$ cat config.mk
export PLATFORM = sky130hd
export DESIGN_NAME = pulse_period_capture_ring
export DESIGN_NICKNAME = d
export VERILOG_FILES = /design/src/rtl/ppcr_pkg.sv /design/src/rtl/ppcr_ram.sv /design/src/rtl/pulse_period_capture_ring.sv
export VERILOG_INCLUDE_DIRS = /design/src /design/src/rtl
export SDC_FILE = /design/constraint.sdc
export NUM_CORES = 1
export LEC_CHECK = 0
export BUFFER_PORTS_ARGS = -buffer_cell sky130_fd_sc_hd__buf_2
export CAP_MARGIN = 20
export CELL_PAD_IN_SITES_DETAIL_PLACEMENT = 0
export CELL_PAD_IN_SITES_GLOBAL_PLACEMENT = 2
export CORE_MARGIN = 2
export CORE_UTILIZATION = 47
export CTS_CLUSTER_DIAMETER = 100
export CTS_CLUSTER_SIZE = 12
export DETAILED_ROUTE_END_ITERATION = 10
export PLACE_DENSITY = 0.84
export RECOVER_POWER = 100
export SETUP_SLACK_MARGIN = 0.05
export SYNTH_ARGS = -nofsm -noshare
export SYNTH_HDL_FRONTEND = slang
export SYNTH_SLANG_ARGS = --single-unit
$ cat constraint.sdc
create_clock -name i_clk -period 7.6 [get_ports i_clk]
set_input_delay 0.38 -clock i_clk [delete_from_list [all_inputs] [get_ports i_clk]]
set_output_delay 0.38 -clock i_clk [all_outputs]
set_load 0.05 [all_outputs]
$ cat src/rtl/pulse_period_capture_ring_macros.svh
// assertion macros for the pulse period capture ring
// no dependencies; included by the top level
`ifndef PULSE_PERIOD_CAPTURE_RING_MACROS_SVH
`define PULSE_PERIOD_CAPTURE_RING_MACROS_SVH

`ifndef SYNTHESIS

`define PPCR_ASSERT_IMPLIES(label, clk, rst_n, ante, cons) \
    label: assert property (@(posedge clk) disable iff (!rst_n) (ante) |-> (cons)) \
        else $error("ppcr assertion failed: same-cycle implication");

`define PPCR_ASSERT_NEXT(label, clk, rst_n, ante, cons) \
    label: assert property (@(posedge clk) disable iff (!rst_n) (ante) |=> (cons)) \
        else $error("ppcr assertion failed: next-cycle implication");

`else

`define PPCR_ASSERT_IMPLIES(label, clk, rst_n, ante, cons)

`define PPCR_ASSERT_NEXT(label, clk, rst_n, ante, cons)

`endif

`endif

$ cat src/rtl/ppcr_pkg.sv
// shared types and constants of the pulse period capture ring
// no dependencies
package ppcr_pkg;

    localparam int DEFAULT_RING_DEPTH = 8;
    localparam int ACTION_W = 2;
    localparam int READ_INDEX_W = 3;
    localparam int PERIOD_W = 16;
    localparam int WRITE_INDEX_W = 3;
    localparam int ENTRIES_USED_W = 4;
    localparam logic [PERIOD_W-1:0] PERIOD_LIMIT_RESET = 16'hFFFF;

    typedef enum logic [ACTION_W-1:0] {
        ACT_TICK  = 2'd0,
        ACT_PULSE = 2'd1,
        ACT_READ  = 2'd2
    } t_action;

endpackage

$ cat src/rtl/ppcr_ram.sv
// generic single-write, single-read ram with registered read data
// no dependencies
module ppcr_ram #(
    parameter int WIDTH = 16,
    parameter int DEPTH = 8
) (
    input  logic                     i_clk,
    input  logic                     i_we,
    input  logic [$clog2(DEPTH)-1:0] i_waddr,
    input  logic [WIDTH-1:0]         i_wdata,
    input  logic                     i_re,
    input  logic [$clog2(DEPTH)-1:0] i_raddr,
    output logic [WIDTH-1:0]         o_rdata
);

    logic [WIDTH-1:0] r_mem [DEPTH];
    logic [WIDTH-1:0] r_rdata;

    always_ff @(posedge i_clk) begin
        if (i_we) begin
            r_mem[i_waddr] <= i_wdata;
        end
        if (i_re) begin
            r_rdata <= r_mem[i_raddr];
        end
    end

    assign o_rdata = r_rdata;

endmodule

$ cat src/rtl/pulse_period_capture_ring.sv
// Pulse period capture ring: one action (tick, pulse or read) is taken per clock cycle
// while the output is free, and its result is in the output register in the cycle after
// the transfer. A finished result waiting on the output does not stop the next transfer
// once it is taken in the same cycle, so throughput is one item per cycle; the limit is
// the single state update plus the registered read of the entry ram. Entries live in a
// ram with one valid bit per entry cleared at reset, so an entry never written reads
// as zero and no clearing pass is needed. The period limit register is always ready.
// depends on ppcr_pkg, ppcr_ram and pulse_period_capture_ring_macros.svh
`include "pulse_period_capture_ring_macros.svh"

module pulse_period_capture_ring
    import ppcr_pkg::*;
#(
    parameter int RING_DEPTH = DEFAULT_RING_DEPTH
) (
    input  logic                      i_clk,
    input  logic                      i_rst_n,
    input  logic                      i_cfg_valid,
    output logic                      o_cfg_ready,
    input  logic [PERIOD_W-1:0]       i_cfg_data,
    input  logic                      i_in_valid,
    output logic                      o_in_ready,
    input  logic [ACTION_W-1:0]       i_action,
    input  logic [READ_INDEX_W-1:0]   i_read_index,
    output logic                      o_out_valid,
    input  logic                      i_out_ready,
    output logic [PERIOD_W-1:0]       o_period_value,
    output logic [WRITE_INDEX_W-1:0]  o_write_index,
    output logic [ENTRIES_USED_W-1:0] o_entries_used,
    output logic                      o_ring_full,
    output logic                      o_slow_flag,
    output logic                      o_overflowed
);

    localparam int IDX_W = $clog2(RING_DEPTH);
    localparam int CNT_W = $clog2(RING_DEPTH + 1);
    localparam logic [IDX_W:0] DEPTH_WIDE = (IDX_W + 1)'(RING_DEPTH);
    localparam logic [CNT_W-1:0] DEPTH_CNT = CNT_W'(RING_DEPTH);

    logic [PERIOD_W-1:0] r_limit;
    logic [PERIOD_W-1:0] r_timer, n_timer;
    logic [IDX_W-1:0]    r_pos, n_pos;
    logic [CNT_W-1:0]    r_used, n_used;
    logic                r_full, n_full;
    logic                r_resync, n_resync;
    logic                r_slow, n_slow;
    logic [RING_DEPTH-1:0] r_entry_valid;

    logic                      r_out_valid;
    logic [PERIOD_W-1:0]       r_value, n_value;
    logic                      r_is_read, n_is_read;
    logic                      r_rd_hit;
    logic                      r_ovf, n_ovf;

    logic                 accept;
    logic [PERIOD_W:0]    timer_inc;
    logic [IDX_W:0]       pos_adv;
    logic                 we;
    logic [IDX_W-1:0]     raddr;
    logic                 rd_ok;
    logic [PERIOD_W-1:0]  ram_q;

    assign o_cfg_ready = 1'b1;
    assign o_in_ready  = !r_out_valid || i_out_ready;
    assign accept      = i_in_valid && o_in_ready;

    assign timer_inc = {1'b0, r_timer} + (PERIOD_W + 1)'(1);
    assign raddr     = IDX_W'(i_read_index);
    assign rd_ok     = int'(i_read_index) < RING_DEPTH;

    always_comb begin
        n_timer   = r_timer;
        n_pos     = r_pos;
        n_used    = r_used;
        n_full    = r_full;
        n_resync  = r_resync;
        n_slow    = r_slow;
        n_value   = '0;
        n_is_read = 1'b0;
        n_ovf     = 1'b0;
        we        = 1'b0;
        pos_adv   = {1'b0, r_pos};
        case (t_action'(i_action))
            ACT_TICK: begin
                if (timer_inc >= {1'b0, r_limit}) begin
                    n_pos    = '0;
                    n_full   = 1'b0;
                    n_resync = 1'b1;
                    n_slow   = 1'b1;
                    n_timer  = '0;
                    n_ovf    = 1'b1;
                end else begin
                    n_timer = timer_inc[PERIOD_W-1:0];
                end
            end
            ACT_PULSE: begin
                we = 1'b1;
                if (r_resync) begin
                    n_full   = 1'b0;
                    n_resync = 1'b0;
                    n_value  = '0;
                end else begin
                    n_slow  = 1'b0;
                    pos_adv = {1'b0, r_pos} + (IDX_W + 1)'(1);
                    n_value = r_timer;
                end
                if (!n_full) begin
                    n_used = CNT_W'(pos_adv + (IDX_W + 1)'(1));
                end
                if (pos_adv == DEPTH_WIDE) begin
                    n_pos  = '0;
                    n_used = DEPTH_CNT;
                    n_full = 1'b1;
                end else begin
                    n_pos = pos_adv[IDX_W-1:0];
                end
                n_timer = '0;
            end
            ACT_READ: begin
                n_is_read = 1'b1;
            end
            default: begin
                n_value = '0;
            end
        endcase
    end

    ppcr_ram #(
        .WIDTH (PERIOD_W),
        .DEPTH (RING_DEPTH)
    ) u_store (
        .i_clk   (i_clk),
        .i_we    (accept && we),
        .i_waddr (n_pos),
        .i_wdata (n_value),
        .i_re    (accept && n_is_read),
        .i_raddr (raddr),
        .o_rdata (ram_q)
    );

    always_ff @(posedge i_clk) begin
        if (!i_rst_n) begin
            r_limit       <= PERIOD_LIMIT_RESET;
            r_timer       <= '0;
            r_pos         <= '0;
            r_used        <= '0;
            r_full        <= 1'b0;
            r_resync      <= 1'b0;
            r_slow        <= 1'b0;
            r_entry_valid <= '0;
            r_out_valid   <= 1'b0;
        end else begin
            if (i_cfg_valid) begin
                r_limit <= i_cfg_data;
            end
            if (accept) begin
                r_timer  <= n_timer;
                r_pos    <= n_pos;
                r_used   <= n_used;
                r_full   <= n_full;
                r_resync <= n_resync;
                r_slow   <= n_slow;
                if (we) begin
                    r_entry_valid[n_pos] <= 1'b1;
                end
                r_out_valid <= 1'b1;
            end else if (i_out_ready) begin
                r_out_valid <= 1'b0;
            end
        end
    end

    // result payload
    always_ff @(posedge i_clk) begin
        if (accept) begin
            r_value   <= n_value;
            r_is_read <= n_is_read;
            r_rd_hit  <= rd_ok && r_entry_valid[raddr];
            r_ovf     <= n_ovf;
        end
    end

    assign o_out_valid    = r_out_valid;
    assign o_period_value = r_is_read ? (r_rd_hit ? ram_q : '0) : r_value;
    assign o_write_index  = WRITE_INDEX_W'(r_pos);
    assign o_entries_used = ENTRIES_USED_W'(r_used);
    assign o_ring_full    = r_full;
    assign o_slow_flag    = r_slow;
    assign o_overflowed   = r_ovf;

    `PPCR_ASSERT_IMPLIES(a_full_means_depth, i_clk, i_rst_n, r_full, r_used == DEPTH_CNT)
    `PPCR_ASSERT_IMPLIES(a_resync_is_slow, i_clk, i_rst_n, r_resync, r_slow)
    `PPCR_ASSERT_IMPLIES(a_ovf_marks, i_clk, i_rst_n, r_out_valid && r_ovf, r_slow && r_resync)
    `PPCR_ASSERT_IMPLIES(a_ovf_ring, i_clk, i_rst_n, r_out_valid && r_ovf, !r_full && r_pos == '0)
    `PPCR_ASSERT_NEXT(a_pulse_clears_timer, i_clk, i_rst_n, accept && we, r_timer == '0)

endmodule

# Yosys cells after proc, flatten, opt, wreduce, memory -nomap -nowiden
# Memory sizes are Yosys's and may differ from the RTL's. A register that Yosys moved wholly into a read port is not among the register bits.
# Cells that the tools add are included.
op_classes:
  addsub: 3
  n_eq_ne: 6
  muxes: 33
  n_bitwise: 1
  order_cmp: 4
  n_reduce_logical: 14
ops:
  columns: ["op", "n"]
  rows:
  - ["$mux 16", 5]
  - ["$pmux 16 s2", 1]
  - ["$add 16x1->17 const B", 1]
  - ["$ge 17x16->1", 1]
  - ["$mux 4", 4]
  - ["$mux 1", 15]
  - ["$lt 3x4->1 const B", 2]
  - ["$or 8x8->8", 1]
  - ["$mux 3", 2]
  - ["$pmux 1 s2", 3]
  - ["$pmux 3 s2", 1]
  - ["$reduce_and 3->1", 2]
  - ["$add 3x1->4 const B", 1]
  - ["$add 4x1->4 const B", 1]
  - ["$eq 4x4->1 const B", 1]
  - ["$logic_and 1x1->1", 4]
  - ["$ne 2x2->1 const B", 2]
  - ["$reduce_and 2->1", 2]
  - ["$reduce_and 4->1", 1]
  - ["$reduce_bool 2->1", 2]
  - ["$bmux 1 s3", 1]
  - ["$demux 1 s3", 1]
  - ["$ge 3x1->1 const B", 1]
  - ["$eq 2x1->1 const B", 1]
  - ["5 further kinds", 5]
word_totals:
  out_inout_bits: 29
  elab_cells: 75
  ram_bits: 128
  register_bits: 70
  memories: 1
  inputBits: 26
memory_table:
  columns: ["memory", "depth", "width", "read_ports", "rd_clocked_by_memory_dff", "wr", "line_no", "rtl"]
  rows:
  - ["u_store.r_mem", 8, 16, 1, 1, 1, "ppcr_ram.sv:16", "logic [WIDTH-1:0] r_mem [DEPTH];"]

# Depth between registers and ports, before layout
# Gate-level depths: netlist of the first run.
depth:
  word_depth: 11
  ltp_mapped: 16

# By module
# A second synthesis of the first run with hierarchy kept.
hier_totals:
  cells_unflattened: 680
  hier_area_um2: 9404.0
by_module_without_submodules:
  columns: ["mod", "seq_area_each_um2", "area_each_um2", "cells_each", "instances"]
  rows:
  - ["ppcr_ram", 4324.1, 5454.0, 214, 1]
  - ["pulse_period_capture_ring", 1591.5, 3950.0, 466, 1]

# Least setup slack after synthesis of the first run
# Ideal clock, no wire load.
synth_path:
  path_type: "reg2reg"
  start: "register r_timer[0]"
  end: "memory u_store.r_mem[2][0], enable pin"
  path_buffers: 1
  slack_ns: 3.498
  setup_time_ns: 0.388
  t_required_ns: 7.212
  t_arrival_ns: 3.714
  stages_incl_launch_ff: 14
  cell_sequence: "dfxtp_1 > ha_1 > nand4_1 > or2_2 > xnor2_1 > ha_1 > and2_0 > a221o_1 > a22oi_1 > o2111ai_2 > or2_0 > clkbuf_1 > a221o_1 > nor2_1"
synth_via:
  elab_chain_len: 4
synth_lines:
  columns: ["element", "line_no", "rtl"]
  rows:
  - ["start, declared", "pulse_period_capture_ring.sv:41", "logic [PERIOD_W-1:0] r_timer, n_timer;"]
  - ["start signal, assigned", "pulse_period_capture_ring.sv:157", "r_timer <= n_timer;"]
  - ["$add 16x1->17", "pulse_period_capture_ring.sv:67", "assign timer_inc = {1'b0, r_timer} + (PERIOD_W + 1)'(1);"]
  - ["$ge 17x16->1", "pulse_period_capture_ring.sv:85", "if (timer_inc >= {1'b0, r_limit}) begin"]
  - ["$mux 3", "pulse_period_capture_ring.sv:85", null]
  - ["$pmux 3 s2", "pulse_period_capture_ring.sv:83", "case (t_action'(i_action))"]
  - ["end, declared", "ppcr_ram.sv:16", null]
# No other way between the ends.

# Final worst setup path of the first run
layout_path:
  start: "register r_timer[0]"
  end: "memory u_store.r_mem[2][1], enable pin"
# The elaborated chain is that of the path after synthesis.

==> results of run 1 <==
==> report_power, final <==
group          switching [W]  internal, W
logic              0.0000920    0.0000411
registers         0.00000861      0.00126
clock network       0.000405     0.000511
total               0.000506      0.00182
==> kinds of logic (layout without fill, tap and decap cells) <==
family | count (synthesis) | after routing
AO/OA/AOI/OAI | 102 | 102
XOR/XNOR | 18 | 18
adder cells (fa/ha/maj) | 20 | 20
flip-flops | 214 | 214
AND/OR/NAND/NOR | 180 | 180
multiplexers | 53 | 53
buffers and inverters | 72 | 128
other | 1 | 1
==> through the flow <==
stage	setup WS (ns)	power, W	util	hold slack (ns)	std cells
final	2.37	0.00232	0.537	0.100	976
after global routing	1.90	0.00241	0.537	0.0985	976
after CTS	2.83	0.00235	0.541	0.0924	975
after detailed placement	2.87	0.00144	0.511	0.453	946
after global placement	2.97	0.00143	0.511	0.435	946
after floorplan	3.50	0.00140	-	0.420	660
==> routing by layer <==
metal / vias up / part of all wire
met5: - / 0
met4: 0 / 0.020
met3: 27 / 0.053
met2: 153 / 0.48
met1: 2627 / 0.45
li1: 2523 / -
==> registers in the layout, summed over array words and instances (netlist names), 3 cells and up <==
register and count:
o_entries_used 4, o_write_index 3, u_store.o_rdata 16, r_value 16, r_limit 16, u_store.r_mem 128, r_timer 16, r_entry_valid 8
==> worst max path at each step <==
stage / end / slack [ns]
final: u_store.r_mem[2][1] / 2.37
after global routing: u_store.r_mem[2][8] / 1.90
after CTS: u_store.r_mem[2][12] / 2.83
after detailed placement: u_store.r_mem[2][5] / 2.87
after global placement: u_store.r_mem[2][6] / 2.97
after floorplan: u_store.r_mem[2][0] / 3.50
==> final cells by class <==
| cell class | instances | area [sq um] |
|---|---|---|
| clock inverters | 1 | 8.76 |
| clock buffers | 28 | 562 |
| multi-input cells | 374 | 2910 |
| repair buffers | 60 | 256 |
| flip-flops and latches | 214 | 5920 |
| well taps | 260 | 325 |
| inverters | 39 | 146 |
| fillers | 1562 | 8710 |
==> tightest hold or removal path: stages <==
cell	delay, ns
buf_2	0.08
nand2_1	0.04
o211ai_1	0.06
==> placed cells by master, fill, tap and decap left out, types with 4 or more instances in the layout <==
cell and instances:
o22ai_1 6, xor2_1 8, and3_1 4, a21boi_0 13, nand4_1 4, clkbuf_16 21
nor2_1 26, mux2_2 15, nor2b_1 6, xnor2_1 10, and2_0 18, a21oi_1 11
inv_1 39, mux4_2 34, clkbuf_1 41, edfxtp_1 163, nor3_1 6, o21ai_0 38
buf_2 25, nand3_1 16, dfxtp_1 51, o21a_1 4, nand2_1 75, o211ai_1 15
ha_1 20, nand2b_1 8
==> impl_metrics.py, run 1 <==
metrics = {
    "global_route": {
        "grt_pass1_wl_um": 29400,
        "met1_usage": 0.261,
        "use_met3": 0.0285,
        "grt_max_degree": 62,
        "grt.busiest_layer": "met2",
        "grt_antenna_before_repair": 0,
        "grt.overflow.total": 0,
        "track_usage": 0.187,
        "grt_pass1_vias": 5380,
        "use_met2": 0.311,
    },
    "worst_setup_path": {
        "crit_family": "simple AND/OR/NAND/NOR gates",
        "path_depth": 15,
        "cp_cell_sequence": "ha_1 > nand4_1 > nor3_1 > nand2_1 > inv_1 > nand3_1 > xnor2_1 > ha_1 > a21oi_1 > o21ai_0 > o21ai_0 > o2111ai_1 > or2_0 > a221o_1 > nor2_1",
        "r2r_cells": 15,
        "critPathLaunch": "r_timer[0]",
        "r2r_end": "u_store.r_mem[2][1]",
        "crit_type": "flop to flop",
        "timing.rr.start": "r_timer[0]",
        "cp_data_arrival_time_ns": 5.32,
        "critPathSlowestCell": "nor2_1",
        "critPathMaxStageDelay_ns": 1.23,
        "path_max_fanout": 16,
        "cp-start-kind": "flop",
        "cp.required_ns": 7.69,
        "path_buf_inv": 1,
        "rrSetupSlack_ns": 2.37,
        "critical_path.endpoint_type": "flop",
    },
    "timing": {
        "max_freq_mhz": 191,
        "tightest_slew_ns": 2.83,
        "max_slew_margin": -0.884,
        "finalSetupTns_ns": 0,
        "fin_crit_ns": 5.23,
        "drv_slew": 205,
        "finalCritPeriodShare": 0.688,
        "setup_viol": 0,
        "hold_viol_final": 0,
        "fin_skew_ns": 0.0101,
        "rsz0062_at_grt": "false",
    },
    "drt": {
        "routedWlPerCell_um": 18.9,
        "drc": 0,
        "vias": 5330,
        "final_antenna_net_count": 0,
        "vias_per_cell": 5.46,
        "wl_um": 18500,
        "drtPass1Iterations": 5,
        "drt_iter0_drc": 421,
    },
    "synth": {
        "synthAdderAreaFrac": 0.0275,
        "syn_avg_cell_area_sq_um": 13.8,
        "synth-simple-area-share": 0.0951,
        "synthFlopType": "edfxtp_1",
        "synth_mux_area_frac": 0.107,
        "synth_edf_count": 163,
        "ys_types": 50,
        "synth_compound_area_frac": 0.0723,
        "synth_top_family_by_area": "multiplexers",
        "synth_most_common_cell": "edfxtp_1",
        "syn_area_sq_um": 9100,
        "yosysTopAreaCell": "edfxtp_1",
        "yosysWarnings": 0,
        "yosys.area.top_type_share": 0.538,
        "synth_xor_area_frac": 0.0173,
        "async_flop_share": 0,
        "yosysSeqAreaShare": 0.650,
        "ys_top_cells_by_count": "edfxtp_1, nand2_1, dfxtp_1, inv_1, o21ai_0",
        "syn_inst": 660,
        "synth-seq-cells": 214,
        "synth_nets": 706,
        "synth.area.top_cells": "edfxtp_1, dfxtp_1, mux4_2",
    },
    "power": {
        "p_per_area_nw_per_um2": 229,
        "peakVddDrop_mv": 0.183,
        "p_leak_nw": 3.75,
    },
    "clocking": {
        "numCtsBuffers": 21,
        "cts-resized-gates": 0,
        "clk_pin_slew_worst_paths_ns": 0.07,
        "clkLatencyLatePin_ns": 0.50,
        "clock_sinks": 214,
        "ctsHtreeMaxLevel": 1,
        "cts_buffer_depth": 3,
        "cts_tree": "yes",
        "holdBufCountCts": 0,
        "root_buffer": "clkbuf_16",
        "post_cts_buffers": 0,
    },
    "min_path": {
        "hold_depth": 3,
        "hold_path_class": "primary input to flop",
        "hp-start": "i_cfg_data[5]",
        "holdPathEnd": "r_limit[5]",
    },
    "layout": {
        "nets": 756,
        "synthToLayoutAreaGrowth_pct": 11.2,
        "drive_gt1_frac": 0.142,
        "post-route-cell-area_sq_um": 10100,
        "diodes": 0,
    },
    "floorplan": {
        "die_h_um": 143,
        "start_util": 0.483,
        "ios": 55,
        "die_area_sq_um": 20500,
        "design.core.area_sq_um": 18800,
        "rows": 50,
        "chipWidth_um": 143,
    },
    "run": {
        "cap_violations": 8,
    },
    "placement": {
        "port_buffers": 53,
        "hpwl_um": 11800,
        "place_congestion": 0.877,
        "placed_area_sq_um": 9630,
    },
    "run_status": {
        "status": "finished with violations",
        "violations": "max-capacitance violations, max-slew violations",
    },
}
Note: power is estimated with default switching activity, not from simulation.
==> run 2: changes to the inputs <==
- CORE_UTILIZATION: 47 -> 43
- PLACE_DENSITY: 0.84 -> 0.78
- clock period: 7.6 -> 5.15 ns (I/O delays scaled with it)
==> run 2 against run 1 <==
Net effect: the flow still finishes with violations (max-capacitance violations, max-slew violations); clock power increased by 52%; sequential power grew 48%; flip-flop and latch count did not move; combinational power grew 56%; clock-buffer cell count grew 9; maximum frequency increased by 18%; non-clock buffer count rose by 20; utilization shrank 4.2 points; sequential share of layout area down 1.3 points; final area up 2.3%; via count is 1.1% higher; die area rose by 9.0%; critical endpoint is now u_store.r_mem[3][3]; largest cell class unchanged; largest power group unchanged.
==> impl_metrics.py, run 2 (synthesis results as in run 1) <==
metrics = {
    "drt": {
        "drc": 0,
        "drt_iter0_drc": 435,
        "wl_um": 19100,
        "vias_per_cell": 5.28,
        "vias": 5386,
        "final_antenna_net_count": 0,
        "drtPass1Iterations": 5,
        "routedWlPerCell_um": 18.7,
    },
    "timing": {
        "holdWs_ns": 0.0249,
        "hold_viol_final": 0,
        "fin_crit_ns": 4.42,
        "max_freq_mhz": 226,
        "tightest_slew_ns": 2.42,
        "setup_viol": 0,
        "finalSetupTns_ns": 0,
        "rsz0062_at_grt": "false",
        "fin_skew_ns": 0.0170,
        "max_slew_margin": -0.615,
        "drv_slew": 107,
        "finalCritPeriodShare": 0.859,
    },
    "clocking": {
        "post_cts_buffers": 0,
        "cts_tree": "yes",
        "root_buffer": "clkbuf_16",
        "clk_pin_slew_worst_paths_ns": 0.07,
        "clkLatencyLatePin_ns": 0.50,
        "cts-resized-gates": 0,
        "ctsHtreeMaxLevel": 1,
        "cts_buffer_depth": 3,
        "clock_sinks": 214,
        "numCtsBuffers": 21,
    },
    "floorplan": {
        "design.core.area_sq_um": 20900,
        "die_h_um": 150,
        "die_area_sq_um": 22400,
        "rows": 53,
        "chipWidth_um": 150,
        "start_util": 0.436,
        "ios": 55,
    },
    "worst_setup_path": {
        "cp.required_ns": 5.28,
        "critPathMaxStageDelay_ns": 0.43,
        "cp-start-kind": "flop",
        "cp_data_arrival_time_ns": 4.56,
        "critical_path.endpoint_type": "flop",
        "cp_cell_sequence": "ha_1 > nand4_1 > nor3_1 > nand2_1 > inv_1 > nand3_1 > xnor2_1 > ha_1 > a21oi_1 > o21ai_0 > o21ai_0 > o2111ai_1 > or2_0 > a221o_1 > nor2_1 > clkbuf_2",
        "critPathSlowestCell": "dfxtp_1",
        "path_max_fanout": 16,
        "rrSetupSlack_ns": 0.73,
        "r2r_cells": 16,
        "crit_type": "flop to flop",
    },
    "global_route": {
        "grt_antenna_before_repair": 0,
        "grt.overflow.total": 0,
        "grt_pass1_vias": 5368,
        "track_usage": 0.175,
        "grt_max_degree": 43,
        "grt_pass1_wl_um": 30000,
    },
    "layout": {
        "fillers": 1831,
        "final_util": 0.496,
        "synthToLayoutAreaGrowth_pct": 13.8,
        "drive_gt1_frac": 0.144,
        "final_cell_mix": "edfxtp_1, nand2_1, clkbuf_1, dfxtp_1, inv_1",
        "diodes": 0,
        "regMostFlops": "u_store.r_mem",
        "register_area_sq_um": 5920,
        "multiInputGateArea_sq_um": 2910,
        "nets": 776,
        "layout_commonest_cell": "edfxtp_1",
        "largest_reg_flops": 128,
    },
    "power": {
        "peakVddDrop_mv": 0.135,
        "p_per_area_nw_per_um2": 336,
        "p_leak_nw": 3.85,
        "power_w": 0.00348,
    },
    "run": {
        "cap_violations": 4,
    },
    "placement": {
        "port_buffers": 53,
        "hpwl_um": 11900,
        "place_congestion": 0.836,
    },
    "min_path": {
        "hold_depth": 3,
        "hold_path_class": "primary input to flop",
    },
    "run_status": {
        "violations": "max-capacitance violations, max-slew violations",
        "status": "finished with violations",
    },
}
[run 2: path summary, 6_finish.rpt]
check,start,endpoint
setup / recovery,r_timer[0],u_store.r_mem[3][3]
hold / removal,i_in_valid,o_out_valid
setup reg to reg,r_timer[0],u_store.r_mem[3][3]
hold reg to reg,r_entry_valid[3],r_entry_valid[3]
[run 2: layer usage]
layer,wire (um),track usage,share of wire,vias to the layer above
met4,316,0.0400,0.017,0
met1,8820,0.243,0.46,2663
met2,9210,0.297,0.48,121
met5,0,0,0,-
li1,-,-,-,2576
met3,755,0.0207,0.040,26
[run 2: what timing repair did]
action | CTS | global route
hold buffers | 16 | 0
setup endpoints to repair | 0 | 0
endpoints found under the hold margin | 16 | 0
[run 2: worst max-delay path: cells and delay by family (launching register included)]
family,cells,cell delay [ns]
XOR/XNOR,1,0.16
AO/OA/AOI/OAI,5,1.17
buffers and inverters,2,0.49
flip-flops,1,0.43
adder cells (fa/ha/maj),2,0.59
AND/OR/NAND/NOR,6,1.20
[run 2: area by class of cell]
class,instances,share of cell area
flip-flops and latches,214,0.571
multi-input cells,374,0.281
clock buffers,37,0.0575
repair buffers,80,0.0425
well taps,275,0.0332
inverters,39,0.0141
clock inverters,1,0.000846
[run 2: power breakdown]
group          leakage, nW  internal (W)  switching (W)  total, W
Sequential            2.08       0.00187      0.0000128   0.00188
Clock                0.288      0.000781       0.000608   0.00139
Combinational         1.48     0.0000685       0.000140  0.000208
[run 2: per-stage QoR]
step,cell area (sq um),setup WS (ns),cells
detailed placement,9670,0.917,964
floorplan,9100,1.05,660
CTS,10400,0.863,1018
finish,10400,0.725,1020
global placement,9650,1.05,963
global route,10400,0.262,1020
==> run 3: changes to the inputs <==
- CELL_PAD_IN_SITES_GLOBAL_PLACEMENT: 2 -> 1
- CORE_UTILIZATION: 43 -> 50
==> run 3 against run 2 <==
Net effect: the flow still finishes with violations (max-capacitance violations, max-slew violations); wire length is 4.4% lower; utilization is 7.9 points higher; global-route usage up 1.6 points; largest power group unchanged; die area decreased by 14%; critical path depth stayed put; first-iteration DRC count is 40% lower; clock power about the same; power shrank 0.78%; non-clock buffer count down 1; largest cell class unchanged; highest routed layer unchanged; flip-flop and latch count unchanged.
==> impl_metrics.py, run 3 (synthesis results as in run 1) <==
metrics = {
    "global_route": {
        "grt_pass1_vias": 5405,
        "grt_pass1_wl_um": 29100,
        "grt_max_degree": 42,
        "track_usage": 0.191,
        "grt_antenna_before_repair": 0,
        "grt.overflow.total": 0,
    },
    "timing": {
        "finalSetupTns_ns": 0,
        "max_slew_margin": -0.940,
        "setup_viol": 0,
        "finalCritPeriodShare": 0.837,
        "fin_skew_ns": 0.0107,
        "fin_crit_ns": 4.31,
        "max_freq_mhz": 232,
        "tightest_slew_ns": 2.91,
        "rsz0062_at_grt": "false",
        "hold_viol_final": 0,
        "drv_slew": 113,
    },
    "power": {
        "peakVddDrop_mv": 0.245,
        "p_per_area_nw_per_um2": 335,
        "p_leak_nw": 3.84,
    },
    "layout": {
        "synthToLayoutAreaGrowth_pct": 13.0,
        "drive_gt1_frac": 0.141,
        "final_util": 0.575,
        "post-route-cell-area_sq_um": 10300,
        "diodes": 0,
        "regMostFlops": "u_store.r_mem",
        "nets": 775,
        "final_cell_mix": "edfxtp_1, nand2_1, dfxtp_1",
        "largest_reg_flops": 128,
        "layout_commonest_cell": "edfxtp_1",
    },
    "worst_setup_path": {
        "cp_cell_sequence": "ha_1 > nand4_1 > nor3_1 > nand2_1 > inv_1 > nand3_1 > xnor2_1 > ha_1 > a21oi_1 > o21ai_0 > o21ai_0 > o2111ai_1 > or2_0 > a221o_1 > nor2_1 > buf_4",
        "critical_path.endpoint_type": "flop",
        "critPathSlowestCell": "or2_0",
        "critPathMaxStageDelay_ns": 0.45,
        "crit_type": "flop to flop",
        "path_buf_inv": 2,
        "rrSetupSlack_ns": 0.84,
        "cp-start-kind": "flop",
        "cp.required_ns": 5.32,
        "path_max_fanout": 16,
        "crit_family": "simple AND/OR/NAND/NOR gates",
        "cp_data_arrival_time_ns": 4.48,
    },
    "clocking": {
        "root_buffer": "clkbuf_16",
        "cts-resized-gates": 0,
        "numCtsBuffers": 21,
        "ctsHtreeMaxLevel": 1,
        "clock_sinks": 214,
        "clk_pin_slew_worst_paths_ns": 0.06,
        "clkLatencyLatePin_ns": 0.49,
        "cts_tree": "yes",
        "cts_buffer_depth": 3,
    },
    "drt": {
        "vias_per_cell": 5.58,
        "routedWlPerCell_um": 18.8,
        "vias": 5427,
        "drc": 0,
        "drtPass1Iterations": 4,
        "wl_um": 18300,
        "final_antenna_net_count": 0,
        "drt_iter0_drc": 263,
    },
    "floorplan": {
        "ios": 55,
        "chipWidth_um": 139,
        "start_util": 0.509,
        "rows": 49,
        "design.core.area_sq_um": 17900,
        "die_h_um": 139,
        "die_area_sq_um": 19300,
    },
    "placement": {
        "hpwl_um": 11800,
        "placed_area_sq_um": 9640,
        "port_buffers": 53,
        "place_congestion": 0.843,
    },
    "run_status": {
        "status": "finished with violations",
        "violations": "max-capacitance violations, max-slew violations",
    },
    "run": {
        "cap_violations": 4,
    },
    "min_path": {
        "hold_path_class": "primary input to flop",
    },
}
-- run 3: changes by cell type in the layout (fill, tap and decap cells not counted), sizes merged --
cell / before / now
clkbuf: 76 / 74
buf: 25 / 26
inv: 40 / 39
-- run 3: report_power, final --
part | switching [W] | internal (W)
clock | 0.000586 | 0.000777
combinational | 0.000139 | 0.0000682
sequential | 0.0000130 | 0.00187
-- run 3: area by class of cell --
cell class	count	area [sq um]
multi-input cells	374	2910
flip-flops and latches	214	5920
well taps	229	287
repair buffers	79	437
clock buffers	37	596
inverters	39	146
fillers	1468	7610
-- run 3: final timing paths --
path,to,from,cells after the start
worst min-delay path,o_out_valid,i_in_valid,3
worst max register to register,u_store.r_mem[2][3],r_timer[0],16
worst min register to register,r_entry_valid[4],r_entry_valid[4],2
worst max-delay path,u_store.r_mem[2][3],r_timer[0],16
-- run 3: repair_timing --
item                                    CTS  global route
hold buffers                             16             0
hold endpoints to repair                 16             0
buffers inserted                          0             0
endpoints found under the setup margin    0             0
-- run 3: worst min-delay path, cell delays in order --
cell      delay (ns)
buf_2           0.11
inv_1           0.04
a21boi_0        0.06
-- run 3: stage by stage --
step	cells	worst slack, ns	power, W	hold WS, ns
2_1_floorplan	660	1.05	0.00206	0.386
3_3_place_gp	916	1.10	0.00211	0.432
3_5_place_dp	918	0.899	0.00212	0.448
4_1_cts	971	0.868	0.00349	0.0149
5_1_grt	972	0.355	0.00358	0.0622
6_report	972	0.840	0.00345	0.0382
-- run 3: routing by layer --
layer	global-route usage	up-vias	share of wire
met3	0.0266	26	0.048
met2	0.316	127	0.47
met5	0	-	0
met1	0.266	2701	0.45
li1	-	2573	-
met4	0.0579	0	0.024
